--- src/hdl/fca_pkg.sv ---
package fca_pkg;

  localparam logic [2:0] OP_ADD = 3'd0;
  localparam logic [2:0] OP_SUB = 3'd1;
  localparam logic [2:0] OP_MUL = 3'd2;
  localparam logic [2:0] OP_DIV = 3'd3;
  localparam logic [2:0] OP_SHL = 3'd4;
  localparam logic [2:0] OP_SHR = 3'd5;

  localparam logic [1:0] ST_OK        = 2'd0;
  localparam logic [1:0] ST_DIV_ZERO  = 2'd1;
  localparam logic [1:0] ST_NEG_SHIFT = 2'd2;

  localparam logic [31:0] QNAN = 32'h7FC0_0000;

  localparam int DIV_STAGES = 14;
  localparam int QW         = 2 * DIV_STAGES;

  typedef logic signed [11:0] exp_t;

  // Operands after unpacking: normalized mantissas with hidden bit, signed biased exponents.
  typedef struct packed {
    logic [2:0]  op;
    logic        special;
    logic [31:0] spec_val;
    logic [1:0]  status;
    logic        sa;
    logic        sb;
    exp_t        ea;
    exp_t        eb;
    logic [23:0] ma;
    logic [23:0] mb;
    logic [31:0] ival;
  } op_rec_t;

  // Unrounded number: value = m / 2^31 * 2^(e - 127).
  typedef struct packed {
    logic        special;
    logic [31:0] spec_val;
    logic [1:0]  status;
    logic        sign;
    exp_t        e;
    logic [31:0] m;
  } num_t;

  function automatic logic [5:0] lzc32(input logic [31:0] x);
    logic [5:0] n;
    logic       found;
    n     = 6'd32;
    found = 1'b0;
    for (int i = 31; i >= 0; i--) begin
      if (!found && x[i]) begin
        n     = 6'(31 - i);
        found = 1'b1;
      end
    end
    return n;
  endfunction

endpackage

--- src/hdl/fca_divider.sv ---
module fca_divider (
  input  logic                     clk,
  input  logic                     rst_n,
  input  logic                     en,
  input  logic                     in_valid,
  input  fca_pkg::op_rec_t         in_rec,
  output logic                     out_valid,
  output fca_pkg::op_rec_t         out_rec,
  output logic [fca_pkg::QW-1:0]   quo,
  output logic                     rem_nz
);
  import fca_pkg::*;

  logic        v_r   [DIV_STAGES];
  op_rec_t     rec_r [DIV_STAGES];
  logic [24:0] rem_r [DIV_STAGES];
  logic [QW-1:0] quo_r [DIV_STAGES];

  for (genvar k = 0; k < DIV_STAGES; k++) begin : g_stage
    logic          v_in;
    op_rec_t       rec_in;
    logic [24:0]   rem_in, dv, r1, r1s, r2;
    logic [QW-1:0] quo_in;
    logic          b1, b0;

    if (k == 0) begin : g_first
      assign v_in   = in_valid;
      assign rec_in = in_rec;
      assign rem_in = {1'b0, in_rec.ma};
      assign quo_in = '0;
    end else begin : g_next
      assign v_in   = v_r[k-1];
      assign rec_in = rec_r[k-1];
      assign rem_in = rem_r[k-1];
      assign quo_in = quo_r[k-1];
    end

    always_comb begin
      dv  = {1'b0, rec_in.mb};
      b1  = (rem_in >= dv);
      r1  = b1 ? (rem_in - dv) : rem_in;
      r1s = {r1[23:0], 1'b0};
      b0  = (r1s >= dv);
      r2  = b0 ? (r1s - dv) : r1s;
    end

    always_ff @(posedge clk) begin
      if (!rst_n) begin
        v_r[k] <= 1'b0;
      end else if (en) begin
        v_r[k] <= v_in;
      end
    end

    always_ff @(posedge clk) begin
      if (en) begin
        rec_r[k] <= rec_in;
        rem_r[k] <= {r2[23:0], 1'b0};
        quo_r[k] <= {quo_in[QW-3:0], b1, b0};
      end
    end
  end

  assign out_valid = v_r[DIV_STAGES-1];
  assign out_rec   = rec_r[DIV_STAGES-1];
  assign quo       = quo_r[DIV_STAGES-1];
  assign rem_nz    = (rem_r[DIV_STAGES-1] != 25'd0);

endmodule

--- config.mk ---
export PLATFORM = sky130hd
export DESIGN_NAME = fca_divider
export DESIGN_NICKNAME = d
export VERILOG_FILES = /design/src/hdl/fca_pkg.sv /design/src/hdl/fca_divider.sv
export SDC_FILE = /design/constraint.sdc
export NUM_CORES = 2
export LEC_CHECK = 0
export ABC_AREA = 0
export BUFFER_PORTS_ARGS = -buffer_cell sky130_fd_sc_hd__buf_4
export CORE_MARGIN = 2
export CORE_UTILIZATION = 43
export CTS_BUF_LIST = sky130_fd_sc_hd__clkbuf_4
export DETAILED_ROUTE_END_ITERATION = 10
export SKIP_CTS_REPAIR_TIMING = 1
export SLEW_MARGIN = 20
export SYNTH_ARGS = -nofsm -noshare
export SYNTH_HDL_FRONTEND = slang
export SYNTH_SLANG_ARGS = --single-unit
--- constraint.sdc ---
create_clock -name clk -period 7.15 [get_ports clk]
set_clock_uncertainty 0.1 [all_clocks]
set_input_delay 1.43 -clock clk [delete_from_list [all_inputs] [get_ports clk]]
set_output_delay 1.43 -clock clk [all_outputs]
set_load 0.1 [all_outputs]
After elaboration in Yosys (flattened, before gate mapping)
Memories as Yosys holds them, arrays and structs flattened.
Cells that the tools add are included.
W data, S select, Z words.

operators by class
  reduce and logical (&&, ||, !) cells = 1
  mux-type cells = 47
  $lt $le $gt $ge = 28
  equal/unequal tests = 0
  $mul = 0
  shift-type cells = 0
  bitwise gates (word level) = 14
  divide/modulo/power cells = 0
  $add $sub $neg = 28

operators by type and width
  operator             count
  $ge A25 B24 Y1       27
  $mux W24             28
  $sub A24 B24 Y24     28
  $reduce_bool A25 Y1  1
  $ge A24 B24 Y1       1
  $mux W1              19
  $or A1 B1 Y1         14

storage, ports and cells
  latch bits = 0
  bits in registers = 0
  bits of input ports = 148
  output and inout port bits = 174
  memory bits (read-only) = 0
  RAM bits = 2758
  word-level logic and storage cells = 122
  memories = 4

memories
  memory  words  bits a word  read ports  clocked after Yosys merged registers in  wr ports  RTL line           RTL
  rec_r   14     144          14          0                                        14        fca_divider.sv:15  op_rec_t rec_r [DIV_STAGES];
  quo_r   14     28           14          0                                        14        fca_divider.sv:17  logic [QW-1:0] quo_r [DIV_STAGES];
  rem_r   14     24           14          0                                        14        fca_divider.sv:16  logic [24:0] rem_r [DIV_STAGES];
  v_r     14     1            14          0                                        14        fca_divider.sv:14  logic v_r [DIV_STAGES];

Longest topological paths before layout
An unclocked memory read counts as a cell.

  depth in word-level cells = 5
  gate-level depth with buffers = 27
  depth with buffers taken out = 23

Worst setup path after synthesis
Ideal clock, no wire load.

  path kind = input -> register
  start point = input in_rec[47] in the netlist's numbering
  end point = memory rem_r[0][10] in the netlist's numbering (data pin)
  data required time = 6.790 ns
  arrival time = 6.313 ns
  stages = 26
  slack = 0.477 ns
  path buffers = 4
  path through = inv_1 ha_1 clkbuf_1 nand3_1 or3_1 nor4_1 nor3_1 a31oi_1 nor2_1 inv_1 clkbuf_1 buf_2 nor2_1 a21oi_1 ha_1 a21oi_1 nor2_1 a211oi_2 a21oi_1 a221o_1 o311ai_4 o211ai_1 o211a_1 a211oi_2 buf_6 mux2_2

RTL lines
  element             RTL line           RTL
  start: declaration  fca_divider.sv:6   input fca_pkg::op_rec_t in_rec,
  end: declaration    fca_divider.sv:16

==> run metrics <==
run status=finished, final reports clean; ordered cell list for the critical path=inv_1 -> ha_1 -> nor2b_1 -> o31a_1 -> nor4_4 -> o21ai_4 -> a311oi_1 -> o31ai_1 -> a211oi_4 -> buf_4 -> mux2_2 -> ha_1 -> and3_1 -> a221oi_1 -> o21bai_1 -> a2111oi_2 -> o311ai_1 -> a21oi_1 -> o21ai_0 -> a21oi_1 -> o21ai_2 -> buf_4 -> mux2_1; biggest area contributors in the synthesized netlist=sky130_fd_sc_hd__edfxtp_1 (66%), sky130_fd_sc_hd__ha_1 (7.0%), sky130_fd_sc_hd__mux2_2 (2.6%); fin nets=slightly above 10000; shortest clock period the worst path allows after layout=~6.8 ns; vias per cell=about 5.2; Adder-Cell Fraction of Synth Area=0.0727; simple-gate share of the synthesized area=0.0666; final weighted congestion in routability-driven placement=0.917; highest-count cells in the layout ignoring fill and taps=sky130_fd_sc_hd__edfxtp_1 (2575), sky130_fd_sc_hd__clkbuf_4 (965), sky130_fd_sc_hd__ha_1 (659); predominant post-synthesis flop cell=sky130_fd_sc_hd__edfxtp_1; WP data required=between 8 and 9 ns; per-cell routed wire length=18.4 um; worst slack at placement=0.0496 ns; min setup slack post-route=between 0.3 and 0.4 ns; First-pass DRT Iterations=6; type of the worst setup path=register to register; width of the chip=~530 um; cell taking the most area after synthesis=sky130_fd_sc_hd__edfxtp_1; headroom to the max-slew limit=0.306; P&R area growth vs syn=15.1%; unique cell type count in the Yosys netlist=120; Int Pwr=0.0439 W; clock transition at the registers of the reported paths=approximately 0.060 ns; total power density per cell area=roughly 530 nW/um^2; capturing element type of the critical path=register; clk buf depth=4; count of buffers inserted at the top-level ports=around 320; kind of start point of the critical path=register; Setup Total Neg Slack=0 ns; Row Count=~190; Mapped Cells=roughly 8300; FFs w/ async S/R, synth=0; RSZ-0062 raised after global routing=no; number of routed nets with antenna violations=0; number of DRC markers in iteration 0=approximately 4400; part of the Yosys area used for sequential elements=0.658; Slowest cell on crit path=sky130_fd_sc_hd__a2111oi_2; GRT overflow=0; delay of the slowest cell on the worst path=roughly 0.58 ns; clock tree from TritonCTS=done; clock latency reported for the late side of the worst-skew pair=around 1.5 ns; final number of setup-violating endpoints=0; initial core utilization=0.433; CORE AREA=roughly 270000 sq um; type of the tightest min-delay check=primary input to register; die height=between 500 and 600 um; crit path DAT=between 7 and 8 ns; cell area after synthesis=between 100000 and 150000 sq um; Sinks on Clock Net=between 2000 and 3000; total CTS buffers=approximately 670; count of flip-flops with a built-in enable after synthesis=roughly 2600; leading cell type in the layout, fill and taps excluded=sky130_fd_sc_hd__edfxtp_1; via count of the first global-routing pass=72300; switching part of the total power=0.389; max-capacitance violation count=0; routed via count=slightly above 70000; global router's overall resource usage=0.175; die area=278000 sq um; post-synthesis register bit count=around 2600; Synth Warn #=0; Seq pwr share=0.297; smallest hold slack=0.156 ns; buffer type at the clock tree root=sky130_fd_sc_hd__clkbuf_4; reported net switching power=0.0280 W; DP HPWL=about 180000 um; layout cell share with drive strength beyond 1=0.193; Final period util=0.949; Leak=around 53 nW; first-pass GRT wire length=about 390000 um; largest net degree at the start of global routing=about 180; initial antenna violation count=10; Max H-tree Level=6; filler instances=roughly 23000; overall power after layout=0.0720 W; Syn Area/Cell=between 10 and 15 sq um; worst-margin pin slew=approximately 1.0 ns; FMAX=roughly 0.15 GHz; Fin. Hold Viols=0; remaining routing DRC violations=0; power share of the combinational group=0.529; Clock power frac=0.174; xor and xnor area share after synthesis=0.0395; compound-gate portion of the synthesized area=0.105; largest family of logic cells by synthesized area=compound AO/OA/AOI/OAI gates; Max VDD drop=around 0.00030 V; Max Slew Vio Count=0; Finished Core Util=0.499; worst-path fanout max=25; mux cell area share after synthesis=0.0365; total detailed-routing wirelength=250000 um; Yosys top cell area share=0.658; # IOs=approximately 320; synthesized net count=about 9100
[logic make-up (layout without fill, tap and decap cells)]
group,after synthesis,count (layout)
flip-flops,2576,2576
AO/OA/AOI/OAI,1869,1869
AND/OR/NAND/NOR,1626,1626
adder cells (fa/ha/maj),674,674
buffers and inverters,626,2317
XOR/XNOR,531,531
multiplexers,379,379
other,0,7
[through the flow]
stage               cells  area [sq um]
global placement    12200        125000
global route        13500        135000
finish              13500        135000
floorplan            8281        118000
detailed placement  12200        125000
CTS                 13400        134000
[worst max-delay path: cells and delay by family (launching register included)]
family,cells,cell delay (ns)
flip-flops,1,0.45
AO/OA/AOI/OAI,13,3.34
multiplexers,2,0.72
AND/OR/NAND/NOR,3,0.64
adder cells (fa/ha/maj),2,0.66
buffers and inverters,3,0.55
[flip-flops by register name, indices dropped and copies added (netlist names)]
register	count
v_r	14
rec_r	2016
rem_r	336
quo_r	210
[worst paths after layout]
path / startpoint / end / slack (ns) / depth (start not counted)
max: rec_r[1][33] / rem_r[0][54] / 0.36 / 23
min: in_rec[33] / rec_r[0][33] / 0.16 / 1
max reg2reg: rec_r[1][33] / rem_r[0][54] / 0.36 / 23
min reg2reg: rec_r[7][140] / rec_r[8][140] / 0.24 / 0
[power by group through the flow]
stage                     clock network, W  logic [W]  registers (W)
after floorplan                          0     0.0285         0.0217
after global placement                   0     0.0368         0.0217
after detailed placement                 0     0.0375         0.0217
after CTS                           0.0132     0.0378         0.0214
after global routing                0.0139     0.0420         0.0216
final                               0.0125     0.0381         0.0214
[area by class of cell]
type	instances	area [sq um]	area share
clock buffers	965	7240	0.0535
repair buffers	603	5200	0.0384
diodes	7	17.5	0.000129
clock inverters	229	1360	0.0101
flip-flops and latches	2576	77300	0.571
well taps	3570	4470	0.0330
inverters	520	1950	0.0144
multi-input cells	5079	37800	0.279
[layer usage]
layer  share of wire  vias to the layer above  routed length, um  global-route usage
met2            0.51                     1641             127000               0.311
met3           0.040                      608              10000              0.0318
met4           0.048                        4              12000              0.0919
li1                -                    34400                  -                   -
met5         0.00011                        -                 27                   0
met1            0.40                    33700             101000               0.201
[Yosys cell counts (all sizes together), types with 22 or more instances]
master / instances
and3: 69
xnor2: 333
or3: 32
a21oi: 561
nor2: 443
o31ai: 54
xor2: 198
o21bai: 74
buf: 64
and2: 42
o21ai: 380
mux2: 361
nor2b: 82
a211oi: 52
nand3: 100
a31oi: 62
inv: 520
o21a: 122
nor4: 29
nand2b: 69
a21o: 244
nand4: 77
edfxtp: 2575
nand2: 459
ha: 659
o31a: 29
clkbuf: 42
nor3: 131
a21boi: 22
o211ai: 29
No activity file was read; power rests on OpenSTA's default activity.
