### src/hdl/fca_pkg.sv
package fca_pkg;

  localparam logic [2:0] OP_ADD = 3'd0;
  localparam logic [2:0] OP_SUB = 3'd1;
  localparam logic [2:0] OP_MUL = 3'd2;
  localparam logic [2:0] OP_DIV = 3'd3;
  localparam logic [2:0] OP_SHL = 3'd4;
  localparam logic [2:0] OP_SHR = 3'd5;

  localparam logic [1:0] ST_OK        = 2'd0;
  localparam logic [1:0] ST_DIV_ZERO  = 2'd1;
  localparam logic [1:0] ST_NEG_SHIFT = 2'd2;

  localparam logic [31:0] QNAN = 32'h7FC0_0000;

  localparam int DIV_STAGES = 14;
  localparam int QW         = 2 * DIV_STAGES;

  typedef logic signed [11:0] exp_t;

  // Operands after unpacking: normalized mantissas with hidden bit, signed biased exponents.
  typedef struct packed {
    logic [2:0]  op;
    logic        special;
    logic [31:0] spec_val;
    logic [1:0]  status;
    logic        sa;
    logic        sb;
    exp_t        ea;
    exp_t        eb;
    logic [23:0] ma;
    logic [23:0] mb;
    logic [31:0] ival;
  } op_rec_t;

  // Unrounded number: value = m / 2^31 * 2^(e - 127).
  typedef struct packed {
    logic        special;
    logic [31:0] spec_val;
    logic [1:0]  status;
    logic        sign;
    exp_t        e;
    logic [31:0] m;
  } num_t;

  function automatic logic [5:0] lzc32(input logic [31:0] x);
    logic [5:0] n;
    logic       found;
    n     = 6'd32;
    found = 1'b0;
    for (int i = 31; i >= 0; i--) begin
      if (!found && x[i]) begin
        n     = 6'(31 - i);
        found = 1'b1;
      end
    end
    return n;
  endfunction

endpackage

### src/hdl/fca_arith.sv
module fca_arith (
  input  logic                   clk,
  input  logic                   rst_n,
  input  logic                   en,
  input  logic                   in_valid,
  input  fca_pkg::op_rec_t       rec,
  input  logic [fca_pkg::QW-1:0] quo,
  input  logic                   rem_nz,
  output logic                   out_valid,
  output fca_pkg::num_t          num
);
  import fca_pkg::*;

  typedef struct packed {
    logic [2:0]  op;
    logic        special;
    logic [31:0] spec_val;
    logic [1:0]  status;
    logic        sign;
    exp_t        e;
    logic [31:0] m_dir;
    logic [31:0] big;
    logic [31:0] sml;
    logic        sub;
    logic [47:0] prod;
  } a1_t;

  a1_t         a1_nxt, a1_r;
  logic        v1_r, v2_r;
  num_t        num_nxt, num_r;

  logic        a_big;
  exp_t        e_big, e_sml, diff;
  logic [23:0] m_big, m_sml;
  logic [31:0] sml_full, sml_al, mag;

  always_comb begin
    a_big    = (rec.ea > rec.eb) || ((rec.ea == rec.eb) && (rec.ma >= rec.mb));
    e_big    = a_big ? rec.ea : rec.eb;
    e_sml    = a_big ? rec.eb : rec.ea;
    m_big    = a_big ? rec.ma : rec.mb;
    m_sml    = a_big ? rec.mb : rec.ma;
    diff     = e_big - e_sml;
    sml_full = {1'b0, m_sml, 7'd0};
    if (diff > 12'sd30) begin
      sml_al = 32'd1;
    end else begin
      sml_al    = sml_full >> diff[4:0];
      sml_al[0] = sml_al[0] | (|(sml_full & ((32'd1 << diff[4:0]) - 32'd1)));
    end
    mag = rec.ival[31] ? (~rec.ival + 32'd1) : rec.ival;

    a1_nxt          = '0;
    a1_nxt.op       = rec.op;
    a1_nxt.special  = rec.special;
    a1_nxt.spec_val = rec.spec_val;
    a1_nxt.status   = rec.status;
    a1_nxt.big      = {1'b0, m_big, 7'd0};
    a1_nxt.sml      = sml_al;
    a1_nxt.sub      = rec.sa ^ rec.sb;
    a1_nxt.prod     = rec.ma * rec.mb;

    case (rec.op) inside
      OP_ADD, OP_SUB: begin
        a1_nxt.sign  = a_big ? rec.sa : rec.sb;
        a1_nxt.e     = e_big + 12'sd1;
        a1_nxt.m_dir = 32'd0;
      end
      OP_MUL: begin
        a1_nxt.sign  = rec.sa ^ rec.sb;
        a1_nxt.e     = rec.ea + rec.eb - 12'sd126;
        a1_nxt.m_dir = 32'd0;
      end
      OP_DIV: begin
        a1_nxt.sign  = rec.sa ^ rec.sb;
        a1_nxt.e     = rec.ea - rec.eb + 12'sd127;
        a1_nxt.m_dir = {quo, rem_nz, 3'd0};
      end
      default: begin
        a1_nxt.sign  = rec.ival[31];
        a1_nxt.e     = 12'sd158;
        a1_nxt.m_dir = mag;
      end
    endcase
  end

  always_comb begin
    num_nxt.special  = a1_r.special;
    num_nxt.spec_val = a1_r.spec_val;
    num_nxt.status   = a1_r.status;
    num_nxt.sign     = a1_r.sign;
    num_nxt.e        = a1_r.e;
    case (a1_r.op) inside
      OP_ADD, OP_SUB: num_nxt.m = a1_r.sub ? (a1_r.big - a1_r.sml) : (a1_r.big + a1_r.sml);
      OP_MUL:         num_nxt.m = {a1_r.prod[47:17], |a1_r.prod[16:0]};
      default:        num_nxt.m = a1_r.m_dir;
    endcase
  end

  always_ff @(posedge clk) begin
    if (!rst_n) begin
      v1_r <= 1'b0;
      v2_r <= 1'b0;
    end else if (en) begin
      v1_r <= in_valid;
      v2_r <= v1_r;
    end
  end

  always_ff @(posedge clk) begin
    if (en) begin
      a1_r  <= a1_nxt;
      num_r <= num_nxt;
    end
  end

  assign out_valid = v2_r;
  assign num       = num_r;

endmodule

### config.mk
export PLATFORM = sky130hd
export DESIGN_NAME = fca_arith
export DESIGN_NICKNAME = d
export VERILOG_FILES = /design/src/hdl/fca_pkg.sv /design/src/hdl/fca_arith.sv
export SDC_FILE = /design/constraint.sdc
export NUM_CORES = 2
export LEC_CHECK = 0
export BUFFER_PORTS_ARGS = -buffer_cell sky130_fd_sc_hd__buf_4
export CORE_ASPECT_RATIO = 0.6
export CORE_MARGIN = 2
export CORE_UTILIZATION = 40
export DETAILED_ROUTE_END_ITERATION = 16
export GPL_TIMING_DRIVEN = 0
export PLACE_DENSITY = 0.59
export RECOVER_POWER = 25
export SYNTH_ARGS = -nofsm -noshare
export SYNTH_HDL_FRONTEND = slang
export SYNTH_SLANG_ARGS = --single-unit
### constraint.sdc
create_clock -name clk -period 9 [get_ports clk]
set_input_delay 0.9 -clock clk [delete_from_list [all_inputs] [get_ports clk]]
set_output_delay 0.9 -clock clk [all_outputs]
set_load 0.05 [all_outputs]
Word-level counts from Yosys, hierarchy flattened
Cells that the tools add are included.
{"block": "totals", "word_cells": 68, "register_bits": 270, "in_bits": 177, "out_inout_bits": 81}
{"block": "classes", "reduce_logical": 10, "n_lt_le_gt_ge": 3, "bitwise": 4, "n_eq_ne": 6, "n_shift": 2, "multipliers": 1, "muxes": 12, "add_sub_neg": 10}
{"cell": "$mux W45", "n": 3}
{"cell": "$mux W32", "n": 4}
{"cell": "$mul A24 B24 Y48", "n": 1}
{"cell": "$mux W24", "n": 2}
{"cell": "$add A31 B32 Y32", "n": 1}
{"cell": "$add A32 B1 Y32 const B", "n": 1}
{"cell": "$and A31 B32 Y32", "n": 1}
{"cell": "$not A32 Y32", "n": 1}
{"cell": "$reduce_or A32 Y1", "n": 1}
{"cell": "$shl A1 B5 Y32 const A", "n": 1}
{"cell": "$shr A31 B5 Y32", "n": 1}
{"cell": "$sub A31 B32 Y32", "n": 1}
{"cell": "$sub A32 B1 Y32 const B", "n": 1}
{"cell": "$ge A24 B24 Y1", "n": 1}
{"cell": "$mux W12", "n": 2}
{"cell": "$sub A12 B12 Y12", "n": 2}
{"cell": "$reduce_or A17 Y1", "n": 1}
{"cell": "$add A12 B12 Y12", "n": 1}
{"cell": "$add A12 B2 Y12 const B", "n": 1}
{"cell": "$add A12 B8 Y12 const B", "n": 1}
{"cell": "$eq A12 B12 Y1", "n": 1}
{"cell": "$gt A12 B12 Y1", "n": 1}
{"cell": "$gt A12 B6 Y1 const B", "n": 1}
{"cell": "$sub A12 B8 Y12 const B", "n": 1}
{"cell": "other kinds (11)", "n": 16}

Longest topological paths before layout
{"block": "logic_depth", "word_depth": 10, "depth_mapped": 30, "ltp_nobuf": 28}

Least setup slack after synthesis
OpenSTA, ideal clock, no wires.
{"block": "synth_timing", "kind": "input-to-reg", "startpoint": "in rec[38] (netlist name)", "endpoint": "reg a1_r[44] (netlist name), data pin", "path_stages": 26, "t_arrival_ns": 7.832, "setup_ns": 0.260, "required_time_ns": 8.740, "path_buffers": 2, "slack_ns": 0.908, "cell_sequence": "clkbuf_1 -> clkbuf_1 -> nand2_1 -> fa_1 -> inv_1 -> fa_1 -> fa_1 -> fa_1 -> fa_1 -> inv_1 -> fa_1 -> inv_1 -> fa_1 -> ha_1 -> a21o_1 -> a21o_1 -> a311o_1 -> nand3_1 -> o211ai_1 -> o41a_1 -> a211oi_1 -> o31ai_1 -> o31a_1 -> o21a_1 -> nor2_1 -> xnor2_1"}
{"item": "start, declared", "line_no": "fca_arith.sv:6", "rtl": "input fca_pkg::op_rec_t rec,"}
{"item": "end signal, assigned", "line_no": "fca_arith.sv:112", "rtl": "a1_r <= a1_nxt;"}
{"item": "end, declared", "line_no": "fca_arith.sv:28", "rtl": "a1_t a1_nxt, a1_r;"}

==> summary.txt <==
Route
  – First-pass iteration count of the detailed router: 5
  – Via density: 5.51
  – DR DRC count: 0
  – Initial DRC count: 3341
  – Routed Wire Length: 136000 µm
  – Vias: 29758
  – Final ANT Viol Nets: 0
  – Average wire per standard cell: 25.1 µm

Setup path
  – Max stage delay on crit path: 0.64 ns
  – Worst r2r src: a1_r[49]
  – Critical path arrival: 9.29 ns
  – Setup crit end kind: flip-flop
  – Reg2reg setup slack: 4.67 ns
  – CP Class: input port to flip-flop
  – Crit path buffers/inverters: 5
  – Reg2Reg Depth: 14
  – CP required: 9.38 ns
  – CP Depth: 26
  – Reg2reg end: num[30]
  – Crit Path Max Fanout: 10
  – CP startpoint kind: input port
  – Family with the most delay on the worst path: adder cells
  – Slowest CP cell: fa_1
  – Crit-path most repeated cell: fa_1

Clock network
  – Total CTS buffers: 26
  – CTS tree: built
  – Max Root-Sink Buffers: 3
  – CTS H-tree lvls: 1
  – Clk sinks: 269
  – Root Buffer: clkbuf_16
  – Later-pin clock latency in the skew report: 0.59 ns
  – CTS Hold Buffers Added: 0
  – Clk pin slew, worst setup/hold paths: 0.07 ns

Job
  – Max cap viols: 1

Floorplan
  – Die height: 239 µm
  – Core Footprint: 0.0915 mm²
  – Die Wd: 396 µm
  – Die area: 0.0945 mm²
  – Initial core utilization: 40.2%
  – # rows: 86
  – Number of I/O pins: 258

Logic synthesis
  – Yosys top cell area share: 26.7%
  – Post-synth top flop: edfxtp_1
  – Synth warn: 0
  – Syn nets: 4870
  – Mapped Area: 0.0368 mm²
  – Asr flop ratio synth: 0%
  – Ranking of synthesized cells by area: fa_1 (27%), edfxtp_1 (22%), ha_1 (11%), inv_1 (6.8%), nand2_1 (5.2%)
  – Count leader, synth: inv_1
  – Yosys reg bits: 269
  – Sequential area share after synthesis: 21.9%
  – Synthesized area per cell: 9.48 µm²
  – Post-synth top cells: inv_1 (667), nand2_1 (508), fa_1 (490), ha_1 (319), edfxtp_1 (267)
  – Post-synth top area cell: fa_1
  – Cells after synthesis: 3884
  – Post-synth EDFFs: 267
  – Synth unique cells: 86

Timing
  – Setup-failing EPs final: 0
  – Final hold violations: 0
  – Worst relative slew slack: -224%
  – Unrepaired setup endpoints after global routing: true
  – Period minus WS final: 8.91 ns
  – Final Max Slew Viols: 80
  – FMAX: 0.112 GHz
  – Final period util: 99.0%
  – Worst Clk Skew: 0.0247 ns
  – Worst-Margin Slew: 4.86 ns
  – Worst Slack Setup Final: 0.0860 ns

Finish
  – FF/Latch Area: 0.00806 mm²
  – Share of layout cells above drive strength 1: 10.3%
  – Final #Nets: 5135
  – Fill cells: 9063
  – Layout overhead on the synthesized area: 12.1%
  – Multi-input logic area: 0.0254 mm²
  – Layout Cells excl Fill: 5403

Placed design
  – Gpl congestion: 1.05
  – Pre-CTS setup slack: -1.92 ns
  – Post-DP HPWL: 113000 µm
  – IO buf count: 257
  – DP Cell Count: 5375

Worst hold path
  – WHS Path Cells: 0
  – Hold EP: num[40]
  – Hold path startpoint: a1_r[153]
  – Min-delay worst type: flip-flop to flip-flop

GRT
  – Pin count of the biggest net entering global routing: 104
  – Initial antenna violation count: 10
  – First-pass GRT wire length: 197000 µm
  – GRT Util Overall: 28.6%
  – Total grt overflow: 0
  – Number of global-route vias before repair: 28831

Outcome
  – Failing checks: max-capacitance violations, max-slew violations
  – Status: complete, but fails checks
[cell families after synthesis]
kind of cell | share of synthesized area [%]
AOI/OAI and AO/OA | 10.9
xor gates and xnor gates | 3.05
adders and majority gates | 37.5
buffers and inverters | 9.13
DFF | 21.9
muxes | 3.64
and+or+nand+nor | 13.9
[routing by layer]
metal	vias to the layer above	wire length, µm	global-route usage [%]
li1	13224	-	-
met1	14760	63200	43.6
met2	1618	50100	36.4
met3	154	20000	13.3
met4	2	2290	4.08
met5	-	7	0.357
[flip-flops by register name (all words and copies together), names as in the netlist]
signal     flops
num           80
v1_r           1
a1_r         187
out_valid      1
[stage by stage]
step                      cell area (µm²)  TNS (ns)  hold WS [ns]  util, %
after floorplan                     36800         0         0.400        -
after global placement              40300    -88.30         0.400     44.0
after detailed placement            40300    -80.04         0.405     44.1
after CTS                           41200         0         0.401     45.1
after global routing                41300   -0.0288         0.427     45.1
final                               41300         0         0.405     45.1
[layout make-up]
cell class,instances,share of cell area [%]
timing repair buffer,261,4.84
multi-input combinational,2737,61.6
antenna,4,0.0243
inverter,668,6.08
buffer,186,1.97
clock inverter,18,0.612
tap,1232,3.74
clock buffer,28,1.59
sequential,269,19.5
[cells in the final DEF (no fill, tap or decap), types with 20 or more instances in the layout]
master | netlist | layout
inv_1 | 667 | 667
nand2_1 | 508 | 508
fa_1 | 490 | 490
ha_1 | 319 | 319
edfxtp_1 | 267 | 267
buf_4 | 6 | 224
nor2_1 | 177 | 177
and2_1 | 176 | 176
o21ai_0 | 129 | 128
clkbuf_1 | 181 | 126
a21oi_1 | 123 | 123
mux2i_1 | 91 | 91
xor2_1 | 66 | 66
xnor2_1 | 62 | 62
a211oi_1 | 55 | 53
a21o_1 | 44 | 44
nor3_1 | 43 | 42
a22oi_1 | 40 | 40
clkbuf_2 | 0 | 38
clkbuf_4 | 0 | 37
clkbuf_16 | 0 | 26
nor2b_1 | 23 | 23
nand2b_1 | 23 | 23
nand3_1 | 23 | 23
or3_1 | 20 | 20
[worst max-delay path by stage]
stage                     slack, ns  startpoint  endpoint
final                          0.09     rec[71]  a1_r[44]
after global routing          -0.03     rec[62]  a1_r[45]
after CTS                     0.004     rec[64]  a1_r[45]
after detailed placement      -1.92     rec[56]  a1_r[49]
after global placement        -2.43     rec[62]  a1_r[45]
after floorplan                0.91     rec[38]  a1_r[44]
[timing repair]
item | in CTS | in global routing
endpoints found under the setup margin | 50 | 8
resized for setup | 20 | 57
hold endpoints to repair | 0 | 0
buffers inserted | 0 | 1
pin swaps | 1 | 1
Power is left out: the tool's default activity adds up to more than one toggle a clock period on the data nets, which glitch-free logic cannot reach.
