--- src/hdl/fca_pkg.sv ---
package fca_pkg;

  localparam logic [2:0] OP_ADD = 3'd0;
  localparam logic [2:0] OP_SUB = 3'd1;
  localparam logic [2:0] OP_MUL = 3'd2;
  localparam logic [2:0] OP_DIV = 3'd3;
  localparam logic [2:0] OP_SHL = 3'd4;
  localparam logic [2:0] OP_SHR = 3'd5;

  localparam logic [1:0] ST_OK        = 2'd0;
  localparam logic [1:0] ST_DIV_ZERO  = 2'd1;
  localparam logic [1:0] ST_NEG_SHIFT = 2'd2;

  localparam logic [31:0] QNAN = 32'h7FC0_0000;

  localparam int DIV_STAGES = 14;
  localparam int QW         = 2 * DIV_STAGES;

  typedef logic signed [11:0] exp_t;

  // Operands after unpacking: normalized mantissas with hidden bit, signed biased exponents.
  typedef struct packed {
    logic [2:0]  op;
    logic        special;
    logic [31:0] spec_val;
    logic [1:0]  status;
    logic        sa;
    logic        sb;
    exp_t        ea;
    exp_t        eb;
    logic [23:0] ma;
    logic [23:0] mb;
    logic [31:0] ival;
  } op_rec_t;

  // Unrounded number: value = m / 2^31 * 2^(e - 127).
  typedef struct packed {
    logic        special;
    logic [31:0] spec_val;
    logic [1:0]  status;
    logic        sign;
    exp_t        e;
    logic [31:0] m;
  } num_t;

  function automatic logic [5:0] lzc32(input logic [31:0] x);
    logic [5:0] n;
    logic       found;
    n     = 6'd32;
    found = 1'b0;
    for (int i = 31; i >= 0; i--) begin
      if (!found && x[i]) begin
        n     = 6'(31 - i);
        found = 1'b1;
      end
    end
    return n;
  endfunction

endpackage

--- src/hdl/fca_norm_round.sv ---
module fca_norm_round (
  input  logic          clk,
  input  logic          rst_n,
  input  logic          en,
  input  logic          in_valid,
  input  fca_pkg::num_t num,
  output logic          out_valid,
  output logic [31:0]   result,
  output logic [1:0]    status
);
  import fca_pkg::*;

  typedef struct packed {
    logic        special;
    logic [31:0] spec_val;
    logic [1:0]  status;
    logic        sign;
    logic        zero;
    exp_t        e;
    logic [31:0] m;
  } nr_t;

  typedef struct packed {
    nr_t        base;
    logic [4:0] lsh;
    logic [5:0] rsh;
  } n1_t;

  n1_t         n1_nxt, n1_r;
  nr_t         n2_nxt, n2_r;
  logic        v1_r, v2_r, v3_r;
  logic [31:0] res_nxt, res_r;
  logic [1:0]  st_r;

  logic [5:0]  lz;
  exp_t        lz_s, em1, rr;

  always_comb begin
    lz   = lzc32(num.m);
    lz_s = $signed({6'd0, lz});
    em1  = num.e - 12'sd1;
    rr   = 12'sd1 - num.e;

    n1_nxt.base.special  = num.special;
    n1_nxt.base.spec_val = num.spec_val;
    n1_nxt.base.status   = num.status;
    n1_nxt.base.sign     = num.sign;
    n1_nxt.base.zero     = (num.m == 32'd0);
    n1_nxt.base.m        = num.m;
    n1_nxt.lsh           = 5'd0;
    n1_nxt.rsh           = 6'd0;
    if (num.e > lz_s) begin
      n1_nxt.lsh    = lz[4:0];
      n1_nxt.base.e = num.e - lz_s;
    end else if (num.e >= 12'sd1) begin
      n1_nxt.lsh    = em1[4:0];
      n1_nxt.base.e = 12'sd1;
    end else begin
      n1_nxt.rsh    = (num.e < -12'sd30) ? 6'd32 : rr[5:0];
      n1_nxt.base.e = 12'sd1;
    end
  end

  always_comb begin
    n2_nxt = n1_r.base;
    if (n1_r.rsh[5]) begin
      n2_nxt.m = {31'd0, |n1_r.base.m};
    end else if (n1_r.rsh != 6'd0) begin
      n2_nxt.m    = n1_r.base.m >> n1_r.rsh[4:0];
      n2_nxt.m[0] = n2_nxt.m[0]
                    | (|(n1_r.base.m & ((32'd1 << n1_r.rsh[4:0]) - 32'd1)));
    end else begin
      n2_nxt.m = n1_r.base.m << n1_r.lsh;
    end
  end

  logic [23:0] mant, mf;
  logic [24:0] m25;
  logic        up;
  exp_t        ef;

  always_comb begin
    mant = n2_r.m[31:8];
    up   = n2_r.m[7] & ((|n2_r.m[6:0]) | mant[0]);
    m25  = {1'b0, mant} + {24'd0, up};
    if (m25[24]) begin
      mf = 24'h80_0000;
      ef = n2_r.e + 12'sd1;
    end else begin
      mf = m25[23:0];
      ef = n2_r.e;
    end
    if (n2_r.special) begin
      res_nxt = n2_r.spec_val;
    end else if (n2_r.zero) begin
      res_nxt = 32'd0;
    end else if (ef >= 12'sd255) begin
      res_nxt = {n2_r.sign, 8'hFF, 23'd0};
    end else begin
      res_nxt = {n2_r.sign, (mf[23] ? ef[7:0] : 8'd0), mf[22:0]};
    end
  end

  always_ff @(posedge clk) begin
    if (!rst_n) begin
      v1_r <= 1'b0;
      v2_r <= 1'b0;
      v3_r <= 1'b0;
    end else if (en) begin
      v1_r <= in_valid;
      v2_r <= v1_r;
      v3_r <= v2_r;
    end
  end

  always_ff @(posedge clk) begin
    if (en) begin
      n1_r  <= n1_nxt;
      n2_r  <= n2_nxt;
      res_r <= res_nxt;
      st_r  <= n2_r.status;
    end
  end

  assign out_valid = v3_r;
  assign result    = res_r;
  assign status    = st_r;

endmodule

--- config.mk ---
export PLATFORM = sky130hd
export DESIGN_NAME = fca_norm_round
export DESIGN_NICKNAME = d
export VERILOG_FILES = /design/src/hdl/fca_pkg.sv /design/src/hdl/fca_norm_round.sv
export SDC_FILE = /design/constraint.sdc
export NUM_CORES = 1
export LEC_CHECK = 0
export BUFFER_PORTS_ARGS = -buffer_cell sky130_fd_sc_hd__clkbuf_2
export CAP_MARGIN = 20
export CORE_ASPECT_RATIO = 2
export CORE_UTILIZATION = 55
export DETAILED_ROUTE_END_ITERATION = 8
export PLACE_DENSITY = 0.75
export SKIP_CTS_REPAIR_TIMING = 1
export SYNTH_ARGS = -nofsm -noshare
export SYNTH_HDL_FRONTEND = slang
export SYNTH_SLANG_ARGS = --single-unit
--- constraint.sdc ---
create_clock -name clk -period 5.5 [get_ports clk]
set_clock_uncertainty 0.05 [all_clocks]
set_input_delay 0.55 -clock clk [delete_from_list [all_inputs] [get_ports clk]]
set_output_delay 0.55 -clock clk [all_outputs]
set_load 0.1 [all_outputs]
==> After elaboration in Yosys (flattened, before gate mapping) <==
Index checks and enable logic that the tools add are counted.
{ "word_totals": {"ff_bits": 210, "latchBits": 0, "ramBits": 0, "mem_bits_ro": 0, "inputBits": 84, "output_inout_bits": 35, "memories": 0} }
{ "op_classes": {"add_sub_neg": 6, "multipliers": 0, "n_div": 0, "magnitude_cmp": 4, "eq_ne": 0, "n_shift": 3, "n_mux": 74, "bitwise": 4, "reduce_logical": 69} }
{ "ops": {"columns": ["cell", "count"], "rows": [
  ["$mux 6", 33],
  ["$mux 32", 3],
  ["$reduce_or 32->1", 2],
  ["$and 32x32->32", 1],
  ["$logic_not 32->1", 1],
  ["$mux 1", 32],
  ["$shl 1x5->32 const A", 1],
  ["$shl 32x5->32", 1],
  ["$shr 32x5->32", 1],
  ["$sub 32x1->32 const B", 1],
  ["$logic_and 1x1->1", 31],
  ["$logic_not 1->1", 31],
  ["$mux 31", 1],
  ["$add 24x1->25", 1],
  ["$mux 24", 1],
  ["$add 12x2->12 const B", 1],
  ["$ge 12x2->1 const B", 1],
  ["$ge 12x9->1 const B", 1],
  ["$gt 12x7->1", 1],
  ["$lt 12x6->1 const B", 1],
  ["$mux 12", 1],
  ["$sub 12x7->12", 1],
  ["$mux 5", 2],
  ["$mux 8", 1],
  ["8 further kinds", 9]
]} }

==> Depth between registers and ports, before layout <==
Gate-level depths: netlist of run 1.
{ "logic_depth": {"depth_word": 96, "mapped_depth": 15, "depth_no_buf": 15} }

==> Least setup slack after synthesis of run 1 <==
No wires, ideal clock.
{ "synth_path": {"path_kind": "input-to-reg", "startpoint": "input port num[20] in the netlist's numbering", "endpoint": "register n1_r[9] in the netlist's numbering, data pin", "setup_ns": 0.267, "t_arrival_ns": 3.721, "t_required_ns": 5.183, "slack_ns": 1.462, "cell_stages": 15, "n_path_buf": 1, "path_cell_list": "or4_1 nor2b_1 and3_1 and4b_1 a211oi_1 a211oi_1 ha_1 fa_1 nor2b_1 o21ai_0 a21oi_1 o31a_1 o21ai_1 clkbuf_1 o21ai_0"} }
{ "synth_lines": {"columns": ["element", "line", "rtl"], "rows": [
  ["from (decl)", "fca_norm_round.sv:6", "input fca_pkg::num_t num,"],
  ["to (signal assigned)", "fca_norm_round.sv:118", "n1_r <= n1_nxt;"],
  ["to (decl)", "fca_norm_round.sv:29", "n1_t n1_nxt, n1_r;"]
]} }

==> Final worst setup path of run 1 <==
{ "layout_path": {"startpoint": "input port num[20] in the netlist's numbering", "endpoint": "register n1_r[4] in the netlist's numbering, data pin"} }
{ "layout_via": {"elab_chain_len": 64} }
{ "layout_rtl": {"columns": ["element", "line", "rtl"], "rows": [
  ["$logic_and 1x1->1 (*)", "fca_pkg.sv:52", "if (!found && x[i]) begin"],
  ["$mux 1", "fca_pkg.sv:52", null],
  ["$logic_not 1->1", "fca_pkg.sv:52", null],
  ["$logic_and 1x1->1", "fca_pkg.sv:52", null],
  ["$mux 1", "fca_pkg.sv:52", null],
  ["$logic_not 1->1", "fca_pkg.sv:52", null],
  ["$logic_and 1x1->1", "fca_pkg.sv:52", null],
  ["$mux 1", "fca_pkg.sv:52", null],
  ["[... 48 more ...]", null, null],
  ["$logic_not 1->1", "fca_pkg.sv:52", null],
  ["$logic_and 1x1->1", "fca_pkg.sv:52", null],
  ["$mux 1", "fca_pkg.sv:52", null],
  ["$logic_not 1->1", "fca_pkg.sv:52", null],
  ["$logic_and 1x1->1", "fca_pkg.sv:52", null],
  ["$mux 6 (*)", "fca_pkg.sv:52", null],
  ["$gt 12x7->1 (*)", "fca_norm_round.sv:52", "if (num.e > lz_s) begin"],
  ["$reduce_or 3->1 (no line) (*)", null, null]
]} }
Mark *: on every way between the ends. The rest lies on a longest branch, timed or not.
A chain may end at the register's enable or synchronous reset.

==> flow_summary.ini, run 1 <==
[outcome]
status = completed

[synth]
synth-simple-area-share_pct = 15.2
synth_edf_count = 207
synth_compound_area_share_pct = 15.1
yosysSeqAreaShare_pct = 49.0
yosys.area.top_type = edfxtp_1
synth.avg_cell_area_um2 = 10.9
synth-async-reset-ratio_pct = 0
synth_fa_ha_area_share_pct = 1.42
syn_inst = 1171
synthMuxAreaShare_pct = 13.1
synth.distinct_cells = 76
synth_top_family_by_area = simple AND/OR/NAND/NOR gates
synth-xor-area-share_pct = 2.73
syn-num-nets = 1269
ys_ff_latch = 210
netlist_area_um2 = 12800
yosys_most_used_dff = edfxtp_1
synthTopCellsByArea = edfxtp_1 (48%), mux4_2 (5.8%), mux2i_1 (5.5%)
synth.top_cell.area_share_pct = 48.5
yosys_warnings = 0

[setup_path]
worstPathArrival_ps = 4510
cp_max_fo = 8
slowest_stage = or4_1
path_depth = 16
reg2reg_slack_ps = 1560
crit_type = in -> reg
r2r-start = n1_r[1]
crit_required_ps = 5780
worst_setup_path_end_kind = flop
crit_family = simple AND/OR/NAND/NOR gates
rr_endpoint = n2_r[0]
start_kind = input port
crit_buf_inv = 1
cpPeakStageDelay_ps = 580
crit_chain = clkbuf_2 > or4_1 > nor2b_1 > and3_1 > and4b_1 > a211oi_1 > a211oi_1 > ha_1 > fa_1 > nor2b_1 > o21ai_0 > a21oi_1 > o31a_1 > o21ai_1 > nand3_1 > nor3_1
worstRegToRegCells = 10

[route]
dr_total_vias = 10317
ant_nets = 0
drc = 0
wirelength_um = 38300
vias_per_cell = 6.66
firstDrtPassIters = 6
initialDrtViolationCount = 837
avgRoutedWirePerCell_um = 24.7

[die]
die_area_um2 = 24000
ios = 119
rows = 78
initial_core_util_pct = 56.4
die_height_um = 218
fp.coreArea_um2 = 22700
die_w_um = 110

[timing]
rsz0062_at_grt = false
layout_min_cycle_time_ps = 4230
slew_headroom_pct = 31.6
hold_viol = 0
timing.final.crit_share_pct = 77.0
tns_ps = 0
worstMarginPinSlew_ps = 1020
fin_hold_ws_ps = 167
fmax_mhz = 236
setup_violations = 0
maxSlewViolCount = 0

[power_and_ir_drop]
p_leak_nw = 5.22
peakVddDrop_mv = 0.320
p_per_area_nw_per_um2 = 295
fin_total_pwr_w = 0.00419

[global_routing]
grt_remaining_overflow = 0
first_global_vias = 10172
track_usage_pct = 32.7
grt_max_degree = 129
grt_antenna_before_repair = 0
grt_pass1_wl_um = 56800

[finish]
area_growth_pct = 10.7
fillers = 1837
final_nets = 1356
drive_above_1_share_pct = 18.9
final_common_cell = edfxtp_1
final_cell_mix = edfxtp_1 (207), nand2_1 (118), clkbuf_2 (117), nor2_1 (91), mux2i_1 (71)
n_antenna_cell = 0
final_area_um2 = 14200

[worst_hold_path]
min_to = n1_r[91]
hold_depth = 1
hp-class = in -> reg
hp-start = num[79]

[clock_network]
cts.clk_slew.worst_paths_ps = 70
clock-sinks = 210
clock-root-buffer = clkbuf_16
clk_latency_ps = 510
cts_buffers = 19
cts_buffer_depth = 3
htree_levels = 1
cts_tree = built

[place]
io_buffers = 118
place_hpwl_um = 28700
place.gp.congestion = 1.04
place_area_um2 = 13600

[run]
drv_cap = 0
-- cells by family after synthesis --
kind of cell | after synthesis
adder cells (fa/ha/maj) | 14
XOR/XNOR | 40
buffers and inverters | 104
AO/OA/AOI/OAI | 285
flip-flops | 210
AND/OR/NAND/NOR | 394
multiplexers | 124
-- where the power goes --
part	switching [W]	total (W)	internal (W)	leakage [nW]
registers	0.000131	0.00203	0.00190	2.08
logic	0.000578	0.000884	0.000306	2.86
clock network	0.000581	0.00127	0.000688	0.285
total	0.00129	0.00419	0.00290	5.22
-- synthesized netlist by cell type, types with 7 or more instances --
| library cell | n |
|---|---|
| or2_2 | 7 |
| nor2_1 | 91 |
| mux2_2 | 20 |
| mux4_2 | 33 |
| and3_1 | 13 |
| ha_1 | 13 |
| a211oi_1 | 19 |
| edfxtp_1 | 207 |
| a32oi_1 | 7 |
| nor2b_1 | 17 |
| o22ai_1 | 13 |
| clkbuf_1 | 45 |
| xor2_1 | 24 |
| xnor2_1 | 16 |
| nand4_1 | 14 |
| a22o_1 | 17 |
| mux2i_1 | 71 |
| o221ai_1 | 9 |
| o211ai_1 | 16 |
| nand2b_1 | 7 |
| buf_2 | 18 |
| a31oi_1 | 8 |
| and2_1 | 7 |
| nand2_1 | 118 |
| a21oi_1 | 70 |
| o21ai_0 | 53 |
| nor4_1 | 20 |
| a32o_1 | 11 |
| buf_1 | 8 |
| nand3_1 | 37 |
| a22oi_1 | 11 |
| inv_1 | 27 |
| nor3_1 | 25 |
-- routing by layer --
layer	vias up	track usage, %	wire length (um)	share of wire, %
met1	4901	31.5	12300	32
met2	496	58.9	20200	53
met3	195	4.27	1960	5.1
met5	-	0	0	0
li1	4725	-	-	-
met4	0	28.2	3830	10
-- sequential cells by signal (all words and copies together) (netlist names) --
name / flops
n1_r: 92
mant: 24
result: 32
v1_r: 1
out_valid: 1
v2_r: 1
n2_r: 57
status: 2
-- cell type report --
cell class                      instances  area (um^2)  area share [%]
Sequential cell                       210         6280            44.2
Multi-Input combinational cell        857         6110            43.1
Timing Repair Buffer                  140          764            5.39
Clock buffer                           22          487            3.43
Tap cell                              280          350            2.47
Inverter                               30          113           0.793
Clock inverter                         11         88.8           0.626
-- worst register-to-register path, delay by kind of cell (launching register included) --
family / cells / cell delay (ps)
fa+ha+maj: 1 / 610
simple gates: 5 / 1810
flops: 1 / 610
compound gates: 4 / 650
-- stage by stage --
stage / util, % / setup slack [ps] / std cells
global route: 62.4 / 898 / 1550
detailed placement: 59.9 / 724 / 1517
finish: 62.4 / 1270 / 1550
CTS: 62.4 / 1260 / 1550
floorplan: - / 1460 / 1171
global placement: 59.9 / 908 / 1517
-- how the worst max path moves through the flow --
stage	slack, ps	endpoint	startpoint
global placement	910	n1_r[4]	num[20]
finish	1270	n1_r[4]	num[20]
CTS	1260	n1_r[4]	num[20]
floorplan	1460	n1_r[9]	num[20]
global route	900	n1_r[4]	num[20]
detailed placement	720	n1_r[4]	num[20]
Note: power is estimated with default switching activity, not from simulation.
==> run 2: changes to the inputs <==
==> constraint.sdc (replaced) <==
create_clock -name clk -period 4.4 [get_ports clk]
set_clock_uncertainty 0.05 [all_clocks]
set_input_delay 0.44 -clock clk [delete_from_list [all_inputs] [get_ports clk]]
set_output_delay 0.44 -clock clk [all_outputs]
set_load 0.1 [all_outputs]
==> flow_summary.ini, run 2 (synthesis results as in run 1) <==
[outcome]
status = completed

[finish]
drive_above_1_share_pct = 19.4
final_cell_mix = edfxtp_1 (207), nand2_1 (118), clkbuf_2 (117), nor2_1 (91), mux2i_1 (71)
area_growth_pct = 11.5
fillers = 1858
largest_reg_flops = 92
final_nets = 1364
final_common_cell = edfxtp_1
n_antenna_cell = 0
regMostFlops = n1_r

[timing]
slew_headroom_pct = 36.2
maxSlewViolCount = 0
setup_violations = 0
fin_hold_ws_ps = 65.5
timing.final.crit_share_pct = 88.8
rsz0062_at_grt = false
tns_ps = 0
layout_min_cycle_time_ps = 3910
hold_viol = 0
fmax_mhz = 256
worstMarginPinSlew_ps = 957

[setup_path]
crit_required_ps = 4680
crit_type = in -> reg
cp_max_fo = 5
worst_setup_path_end_kind = flop
worstPathArrival_ps = 4190
start_kind = input port

[power_and_ir_drop]
peakVddDrop_mv = 0.421
p_per_area_nw_per_um2 = 369
p_leak_nw = 5.27

[clock_network]
cts_buffers = 19
clk_latency_ps = 490
clock-root-buffer = clkbuf_16
cts.clk_slew.worst_paths_ps = 70
cts_tree = built
htree_levels = 1
clock-sinks = 210
cts_buffer_depth = 3

[route]
initialDrtViolationCount = 855
wirelength_um = 38200
drc = 0
dr_total_vias = 10413
avgRoutedWirePerCell_um = 24.5
ant_nets = 0
firstDrtPassIters = 7
vias_per_cell = 6.68

[run]
drv_cap = 0

[die]
die_area_um2 = 24000
initial_core_util_pct = 56.4
die_height_um = 218
rows = 78
fp.coreArea_um2 = 22700
ios = 119
die_w_um = 110

[worst_hold_path]
hp-class = in -> reg

[global_routing]
track_usage_pct = 32.8
grt_pass1_wl_um = 57600
first_global_vias = 10237
grt_antenna_before_repair = 0
grt_max_degree = 104
grt_remaining_overflow = 0

[place]
place_hpwl_um = 28200
io_buffers = 118
place.gp.congestion = 1.04
==> run 2: path summary, 6_finish.rpt <==
check	startpoint	endpoint	slack (ps)	cells after the start
worst min-delay path	num[57]	n1_r[69]	70	1
worst max-delay path	num[20]	n1_r[4]	490	16
worst max register to register	n1_r[0]	n2_r[0]	1070	11
worst min register to register	n2_r[47]	status[1]	370	0
==> run 2: metal layers <==
layer  track usage (%)  share of wire, %  vias to the layer above
li1                  -                 -                     4751
met1              33.2                33                     5005
met2              58.5                53                      498
met3              3.68               4.8                      159
met4              27.3               9.4                        0
met5                 0                 0                        -
==> run 2: where the power goes <==
group	switching [W]	internal (W)
logic	0.000733	0.000386
clock network	0.000704	0.000913
registers	0.000159	0.00238
==> run 2: critical path, stage by stage <==
cell and delay (ps):
clkbuf_2 110, or4_1 590, nor2b_1 200, and3_1 250, and4b_1 250, a211oi_1 60
a211oi_1 320, ha_1 260, fa_1 190, nor2b_1 60, o21ai_0 190, a21oi_1 140
o31a_1 280, o21ai_1 360, nand3_1 250, nor3_1 230
==> run 2: final cells by class <==
class                   count  area [um^2]  share of cell area (%)
clock buffers              21          483                    3.38
inverters                  30          113                   0.788
flip-flops and latches    210         6280                    43.9
clock inverters            12          118                   0.823
multi-input cells         857         6110                    42.8
repair buffers            148          837                    5.86
well taps                 280          350                    2.45
==> run 2: metrics by stage <==
stage	setup WS [ps]	utilization (%)	std cells	cell area, um^2	total power [W]
2_1_floorplan	472	-	1171	12800	0.00330
3_3_place_gp	146	60.2	1525	13700	0.00365
3_5_place_dp	16.0	60.2	1525	13700	0.00367
4_1_cts	529	62.8	1558	14300	0.00528
5_1_grt	108	62.8	1558	14300	0.00546
6_report	491	62.8	1558	14300	0.00527
==> run 3: changes to the inputs <==
--- a/config.mk
+++ b/config.mk
@@ -8,9 +8,9 @@
 export BUFFER_PORTS_ARGS = -buffer_cell sky130_fd_sc_hd__clkbuf_2
 export CAP_MARGIN = 20
 export CORE_ASPECT_RATIO = 2
-export CORE_UTILIZATION = 55
+export CORE_UTILIZATION = 61
 export DETAILED_ROUTE_END_ITERATION = 8
-export PLACE_DENSITY = 0.75
+export PLACE_DENSITY = 0.82
 export SKIP_CTS_REPAIR_TIMING = 1
 export SYNTH_ARGS = -nofsm -noshare
 export SYNTH_HDL_FRONTEND = slang
==> flow_summary.ini, run 3 (synthesis results as in run 1) <==
[route]
firstDrtPassIters = 7
initialDrtViolationCount = 1020
wirelength_um = 37000
vias_per_cell = 6.84
ant_nets = 0
drc = 0
avgRoutedWirePerCell_um = 24.0
dr_total_vias = 10549

[finish]
fillers = 1566
final_util_pct = 69.3
drive_above_1_share_pct = 19.3
final_nets = 1363
final_area_um2 = 14200
area_growth_pct = 11.1
regMostFlops = n1_r
final_common_cell = edfxtp_1
n_antenna_cell = 0
final_cell_mix = edfxtp_1 (207), nand2_1 (118), clkbuf_2 (117), nor2_1 (91), mux2i_1 (71)
largest_reg_flops = 92

[global_routing]
grt_max_degree = 107
grt_antenna_before_repair = 0
grt_remaining_overflow = 0
grt_pass1_wl_um = 56200
first_global_vias = 10111
track_usage_pct = 34.3

[clock_network]
cts_buffers = 19
clock-root-buffer = clkbuf_16
cts.clk_slew.worst_paths_ps = 60
clk_latency_ps = 520
cts_buffer_depth = 3
clock-sinks = 210
cts_tree = built
htree_levels = 1

[worst_hold_path]
hold_depth = 1
hp-class = in -> reg

[place]
place.gp.congestion = 1.07
io_buffers = 118
place_hpwl_um = 26900
place_area_um2 = 13700

[timing]
maxSlewViolCount = 0
rsz0062_at_grt = false
fmax_mhz = 265
layout_min_cycle_time_ps = 3770
worstMarginPinSlew_ps = 1080
timing.final.crit_share_pct = 85.6
slew_headroom_pct = 28.0
tns_ps = 0
hold_viol = 0
setup_violations = 0
fin_hold_ws_ps = 49.3

[setup_path]
cp_max_fo = 5
crit_required_ps = 4700
worst_setup_path_end_kind = flop
start_kind = input port
worstRegToRegCells = 8
crit_type = in -> reg
worstPathArrival_ps = 4070

[power_and_ir_drop]
peakVddDrop_mv = 0.371
p_leak_nw = 5.26
p_per_area_nw_per_um2 = 368

[run]
drv_cap = 0

[die]
die_w_um = 105
fp.coreArea_um2 = 20600
rows = 74
die_area_um2 = 21600
ios = 119
initial_core_util_pct = 62.4
die_height_um = 207

[outcome]
status = completed
run 3: worst paths after layout:
kind	from	slack, ps	to
min	num[46]	50	n1_r[58]
max	num[20]	630	n1_r[4]
max reg2reg	n1_r[0]	1050	mant[11]
min reg2reg	n1_r[86]	370	n2_r[75]
run 3: layer usage:
| metal | global-route usage [%] | vias to the layer above | share of wire, % |
|---|---|---|---|
| met3 | 4.63 | 196 | 6.3 |
| met5 | 0 | - | 0 |
| met4 | 26.7 | 0 | 8.4 |
| met1 | 34.9 | 5005 | 32 |
| li1 | - | 4741 | - |
| met2 | 62.3 | 607 | 53 |
run 3: report_power, final:
part           internal [W]  leakage [nW]  switching (W)  total [W]
sequential          0.00238          2.08       0.000167    0.00255
combinational      0.000386          2.90       0.000721    0.00111
clock              0.000859         0.282       0.000731    0.00159
run 3: layout make-up:
cell class / instances / area (um^2) / area share (%)
Sequential cell: 210 / 6280 / 44.1
Multi-Input combinational cell: 857 / 6110 / 42.9
Timing Repair Buffer: 147 / 830 / 5.82
Clock buffer: 20 / 479 / 3.36
Tap cell: 266 / 333 / 2.34
Inverter: 30 / 113 / 0.791
Clock inverter: 13 / 103 / 0.720
run 3: worst max-delay path, cell delays in order:
cell	delay, ps
clkbuf_2	110
or4_1	590
nor2b_1	210
and3_1	250
and4b_1	230
a211oi_1	60
a211oi_1	280
ha_1	240
fa_1	190
nor2b_1	60
o21ai_0	200
a21oi_1	140
o31a_1	290
o21ai_1	300
nand3_1	260
nor3_1	220
run 3: stage by stage:
stage / power (W) / instances / worst slack [ps]
after floorplan: 0.00330 / 1171 / 472
after global placement: 0.00363 / 1510 / 200
after detailed placement: 0.00366 / 1510 / 121
after CTS: 0.00521 / 1543 / 647
after global routing: 0.00540 / 1543 / 305
final: 0.00524 / 1543 / 632
